File: src/rtl/core/frpq_pkg.sv
// Shared types, codes and constants of the filtered packet receive queue.
package frpq_pkg;

  // Default sizing of the queue.
  localparam int unsigned DEF_QUEUE_DEPTH      = 16;
  localparam int unsigned DEF_MAX_PACKET_BYTES = 512;

  // Stream and configuration widths.
  localparam int unsigned IN_TDATA_W  = 72;
  localparam int unsigned OUT_TDATA_W = 152;
  localparam int unsigned OUT_TUSER_W = 3;
  localparam int unsigned CFG_IDX_W   = 1;
  localparam int unsigned CFG_DATA_W  = 32;

  // Field widths.
  localparam int unsigned BYTE_W    = 8;
  localparam int unsigned ADDR4_W   = 32;
  localparam int unsigned PORT_W    = 16;
  localparam int unsigned LIMIT_W   = 16;
  localparam int unsigned PLEN_W    = 10;
  localparam int unsigned QUEUED_W  = 5;
  localparam int unsigned COUNTER_W = 32;

  // Item kinds carried in tuser of the input side.
  localparam logic ACT_RECEIVE = 1'b0;
  localparam logic ACT_READ    = 1'b1;

  // Configuration register indexes.
  localparam logic [CFG_IDX_W-1:0] CFG_AGENT_ADDRESS = 1'b0;
  localparam logic [CFG_IDX_W-1:0] CFG_AGENT_PORT    = 1'b1;

  // Result status codes.
  typedef enum logic [2:0] {
    STS_READ      = 3'd0,
    STS_EMPTY     = 3'd1,
    STS_TOO_SMALL = 3'd2,
    STS_TAKEN     = 3'd3,
    STS_QUEUED    = 3'd4,
    STS_SOURCE    = 3'd5,
    STS_LARGE     = 3'd6,
    STS_FULL      = 3'd7
  } status_e;

  // Controller to datapath commands.
  typedef struct packed {
    logic capture;  // latch the accepted item
    logic fetch;    // read head slot length
    logic byte_rd;  // read head packet byte
    logic commit;   // update state, load result register
  } ctrl_cmd_t;

  // Datapath to controller status.
  typedef struct packed {
    logic need_byte;  // item returns a stored byte
  } dp_sts_t;

endpackage

File: src/rtl/core/frpq_ctrl.sv
// Item sequencer of the receive queue: handshakes and datapath commands.
module frpq_ctrl
  import frpq_pkg::*;
(
  input  logic      clk_i,
  input  logic      rst_ni,
  input  logic      s_valid_i,
  output logic      s_ready_o,
  output logic      m_valid_o,
  input  logic      m_ready_i,
  input  dp_sts_t   sts_i,
  output ctrl_cmd_t cmd_o
);

  typedef enum logic [3:0] {
    S_IDLE  = 4'b0001,
    S_FETCH = 4'b0010,
    S_EXEC  = 4'b0100,
    S_BYTE  = 4'b1000
  } state_e;

  state_e    state_q, state_d;
  logic      out_valid_q, out_valid_d;
  logic      out_free;
  ctrl_cmd_t cmd;

  assign out_free = !out_valid_q || m_ready_i;

  always_comb begin
    cmd     = '0;
    state_d = state_q;
    unique case (state_q)
      S_IDLE: begin
        if (s_valid_i) begin
          cmd.capture = 1'b1;
          state_d     = S_FETCH;
        end
      end
      S_FETCH: begin
        cmd.fetch = 1'b1;
        state_d   = S_EXEC;
      end
      S_EXEC: begin
        if (sts_i.need_byte) begin
          cmd.byte_rd = 1'b1;
          state_d     = S_BYTE;
        end else if (out_free) begin
          cmd.commit = 1'b1;
          state_d    = S_IDLE;
        end
      end
      S_BYTE: begin
        if (out_free) begin
          cmd.commit = 1'b1;
          state_d    = S_IDLE;
        end
      end
      default: state_d = S_IDLE;
    endcase
  end

  always_comb begin
    if (cmd.commit) begin
      out_valid_d = 1'b1;
    end else if (m_ready_i) begin
      out_valid_d = 1'b0;
    end else begin
      out_valid_d = out_valid_q;
    end
  end

  always_ff @(posedge clk_i or negedge rst_ni) begin
    if (!rst_ni) begin
      state_q     <= S_IDLE;
      out_valid_q <= 1'b0;
    end else begin
      state_q     <= state_d;
      out_valid_q <= out_valid_d;
    end
  end

  assign s_ready_o = (state_q == S_IDLE);
  assign m_valid_o = out_valid_q;
  assign cmd_o     = cmd;

  // A result never overwrites one that is still waiting.
  assert property (@(posedge clk_i) disable iff (!rst_ni)
    cmd.commit |-> (!out_valid_q || m_ready_i))
    else $error("commit while result register occupied");

  // A committed item shows up as a valid result next cycle.
  assert property (@(posedge clk_i) disable iff (!rst_ni)
    cmd.commit |=> m_valid_o)
    else $error("committed result not presented");

  // A captured item always goes to the slot length lookup.
  assert property (@(posedge clk_i) disable iff (!rst_ni)
    cmd.capture |=> (state_q == S_FETCH))
    else $error("captured item skipped lookup");

endmodule

File: config.mk
export PLATFORM = sky130hd
export DESIGN_NAME = frpq_ctrl
export DESIGN_NICKNAME = d
export VERILOG_FILES = /design/src/rtl/core/frpq_pkg.sv /design/src/rtl/core/frpq_ctrl.sv
export SDC_FILE = /design/constraint.sdc
export NUM_CORES = 1
export LEC_CHECK = 0
export ABC_AREA = 1
export BUFFER_PORTS_ARGS = -buffer_cell sky130_fd_sc_hd__buf_2
export CAP_MARGIN = 40
export CELL_PAD_IN_SITES_DETAIL_PLACEMENT = 1
export CELL_PAD_IN_SITES_GLOBAL_PLACEMENT = 1
export CORE_AREA = 5 5 42 44
export CTS_CLUSTER_DIAMETER = 120
export DETAILED_ROUTE_END_ITERATION = 16
export DIE_AREA = 0 0 47 49
export PLACE_DENSITY = 0.57
export SETUP_SLACK_MARGIN = 0.15
export SYNTH_ARGS = -nofsm -noshare
export SYNTH_HDL_FRONTEND = slang
export SYNTH_SLANG_ARGS = --single-unit
File: constraint.sdc
create_clock -name clk_i -period 1.1 [get_ports clk_i]
set_input_delay 0.055 -clock clk_i [delete_from_list [all_inputs] [get_ports clk_i]]
set_output_delay 0.055 -clock clk_i [all_outputs]
set_load 0.02 [all_outputs]
---- Yosys cells after proc, flatten, opt, wreduce, memory -nomap -nowiden ----
Index checks and enable logic that the tools add are counted.
cells by class
  shift-type cells ........................ 0
  divide/modulo/power cells ............... 0
  eq/ne operators ......................... 5
  $mul .................................... 0
  reductions and logical operators ........ 3
  multiplexer cells ....................... 14
  bitwise logic cells ..................... 0
  $add $sub $neg .......................... 0
  order comparisons ....................... 0
operators with widths
  operator                                       number
  case mux 4 bit (4 select lines)                1
  two-way mux 4 bit                              3
  two-way mux 1 bit                              9
  == test 4 x 1 -> 1 bit, second input constant  1
  == test 4 x 2 -> 1 bit, second input constant  1
  == test 4 x 3 -> 1 bit, second input constant  1
  == test 4 bit, second input constant           1
  inequality test 2 bit, second input constant   1
  case mux 1 bit (2 select lines)                1
  nonzero test 2 bit                             1
  zero test 1 bit                                1
  logical OR 1 bit                               1
word-level totals
  input bits .............................. 5
  bits in latches ......................... 0
  memory bits (read-only) ................. 0
  register bits after elaboration ......... 5
  bits in writable memories ............... 0
  logic and storage cells ................. 24
  memories kept ........................... 0
  output and inout port bits .............. 6

---- Longest topological paths before layout ----
  depth in word-level cells ............... 6
  gate-level depth with buffers ........... 7
  mapped depth without buffers ............ 6

---- Worst setup path after synthesis ----
OpenSTA, ideal clock, no wires.
  path kind ............................... flip-flop to output port
  from .................................... reg state_q[0]
  to ...................................... out cmd_o[0] (netlist bit)
  stages on the path, launching flop included .. 7
  setup slack ............................. 0.089 ns
  required time ........................... 1.045 ns
  arrival time ............................ 0.956 ns
  buffers on the path ..................... 1
  cell sequence ........................... dfstp_2 -> nor2_2 -> nand2_1 -> nand2_1 -> nand2_2 -> inv_1 -> buf_4
RTL lines
  what                      line             RTL
  start: declaration        frpq_ctrl.sv:22  state_e state_q, state_d;
  start signal: assignment  frpq_ctrl.sv:77  state_q <= state_d;
  end: declaration          frpq_ctrl.sv:12  output ctrl_cmd_t cmd_o

==> flow_summary.ini <==
[cts]
htreeDepth = 1
clock-sinks = 5
cts_buffer_depth = 2
cts.clk_slew.worst_paths_ps = 40
cts_tree = done
cts_root_buf = clkbuf_4
numCtsBuffers = 3
clock_latency_ps = 240

[setup_path]
reg2reg_depth = 9
cp_slowest_cell = dfstp_2
cp_max_fo = 3
path_class = reg2out
crit_family = flip-flops
cp.depth = 6
cp-start-kind = flip-flop
critPathRequiredTime_ps = 1040
cp_num_buf_inv = 2
critPathArrivalTime_ps = 1260
end_kind = primary output
cpPeakStageDelay_ps = 560
crit_chain = nor2_4 -> nand3b_1 -> nand2_1 -> nand2_2 -> inv_2 -> buf_6

[global_route]
antenna_found_initial = 0
grt_pass1_vias = 329
grt_usage = 0.08487
grt_max_degree = 6
grt_busiest_layer = met2
met1_usage = 0.08241
use_met2 = 0.1335
use_met3 = 0.04428
grt_pass1_wl_um = 1345
grt-ovfl-total = 0

[route]
avgRoutedWirePerCell_um = 10.29
drc = 0
vias = 325
viasPerCell = 4.063
antenna_left = 0
wirelength_um = 823
drt_iter0_drc = 0
drt-pass1-iter-count = 1

[sta]
fin_crit_ps = 1319
max-slew-margin-rel = 0.8641
tightest_slew_ps = 203.1
skew_ps = 4.066
setup_viol = 8
hold_violations = 0
rsz0062_at_grt = true
fin_crit_sh = 1.199
worst_slack_ps = -219.4
fmax_mhz = 757.9
tns_ps = -1220
slew_violations = 0

[floorplanning]
io_pins = 11
die_x_um = 47
start_util = 0.2027
dieArea_um2 = 2303
placementRows = 14
core_area_um2 = 1401
die_h_um = 49

[synth]
netlist_area_um2 = 284.0
synth-seq-cells = 5
syn-instance-count = 41
synth_nets = 46
yosys_warnings = 0
synth.distinct_cells = 12
synth_top_area_cell = dfrtp_1
ys_seq_area_frac = 0.4449
synthTopCellsByArea = dfrtp_1 35%, inv_1 16%, nand2_1 12%
avgSynthCellArea_um2 = 6.927
synth_top_cell_area_share = 0.3524

[power]
power.density_nw_per_um2 = 2030
p_leak_nw = 0.2904
ir_worst_vdd_uv = 660.9

[final_layout]
n_antenna_cell = 0
n_fill_cell = 193
finalNetCount = 70
fin_area_um2 = 521.8
multi_input_area_um2 = 140.1
final_cells = 80
drive_gt1_frac = 0.5938
regArea_um2 = 127.6
area_growth_pct = 83.70
fin_util = 0.3723

[job]
max_cap_viol_count = 0

[worst_hold_path]
worstHoldPathType = in2reg
min_delay_path_depth = 4

[status]
failed_checks = negative setup slack
status = finished, violations left

[placed_design]
portBuffers = 10
dpl_cell_area_um2 = 376.6
hpwlAfterDp_um = 588.7
place_worst_setup_slack_ps = -26.38
place_inst = 70
gp_congestion = 0.6889
-- worst min-delay path, delay by kind of cell --
kind,cells,cell delay (ps)
compound gates,1,50
buf+inv,1,80
simple gates,2,120
-- final timing paths --
| kind | slack, ps | startpoint | endpoint |
|---|---|---|---|
| setup / recovery | -220 | state_q[0] | cmd_o[0] |
| hold / removal | 100 | m_ready_i | state_q[3] |
| setup reg to reg | -180 | state_q[2] | state_q[0] |
| hold reg to reg | 600 | state_q[3] | state_q[3] |
| max in group asynchronous | 720 | rst_ni | state_q[0] |
| min in group asynchronous | 160 | rst_ni | state_q[1] |
-- per-layer routing --
| metal | wire length (µm) | up-vias |
|---|---|---|
| met5 | 0 | - |
| met2 | 480 | 9 |
| met4 | 13 | 0 |
| met3 | 31 | 2 |
| li1 | - | 164 |
| met1 | 296 | 150 |
-- state kept, by name (all words and copies together), names as in the netlist --
signal and flops:
m_valid_o 1, state_q 4
-- cell usage after synthesis --
cell type,count
nand3b_1,1
nor2_2,2
dfrtp_1,4
nand2_1,9
buf_4,1
dfstp_2,1
nand2_2,1
nand4_1,1
nor2_1,5
o21ai_0,2
inv_1,12
nand3_1,2
-- stage by stage --
step                hold WS [ps]  power [mW]
finish                     95.78       1.059
floorplan                 -240.6      0.4961
detailed placement        -121.4      0.6303
global placement          -122.3      0.6265
CTS                        82.62      0.9744
global route               101.3       1.136
-- cell type report --
| class | count | area share |
|---|---|---|
| timing repair buffer | 20 | 0.3118 |
| multi-input combinational | 23 | 0.2686 |
| sequential | 5 | 0.2446 |
| inverter | 12 | 0.08633 |
| clock buffer | 4 | 0.05036 |
| tap | 16 | 0.03837 |
-- placed cells by master (no fill, tap or decap) --
cell type,instances
buf_2,5
buf_4,8
buf_6,6
clkbuf_1,1
clkbuf_4,3
dfrtp_1,3
dfrtp_2,1
dfstp_2,1
dlygate4sd3_1,1
inv_1,7
inv_2,5
nand2_1,7
nand2_2,3
nand3_2,2
nand3b_1,1
nand4_1,1
nor2_1,3
nor2_2,1
nor2_4,3
o21ai_0,1
o21ai_1,1
-- kinds of logic after synthesis --
group                  after synthesis  synth area share
buffers and inverters               13            0.1850
AOI/OAI and AO/OA                    2           0.03524
and+or+nand+nor                     21            0.3348
DFF                                  5            0.4450
-- timing repair --
| action | 4_1_cts | 5_1_grt |
|---|---|---|
| setup buffers | 3 | 2 |
| hold endpoints to repair | 5 | 0 |
| gates cloned | 0 | 0 |
| endpoints found under the setup margin | 9 | 10 |
| resized for setup | 14 | 12 |
| pin swaps | 5 | 5 |
| hold buffers | 1 | 0 |
-- power by group --
part | switching (mW) | internal (mW)
clock | 0.0709 | 0.137
sequential | 0.0527 | 0.241
combinational | 0.286 | 0.271
(Power assumes the default switching activity.)
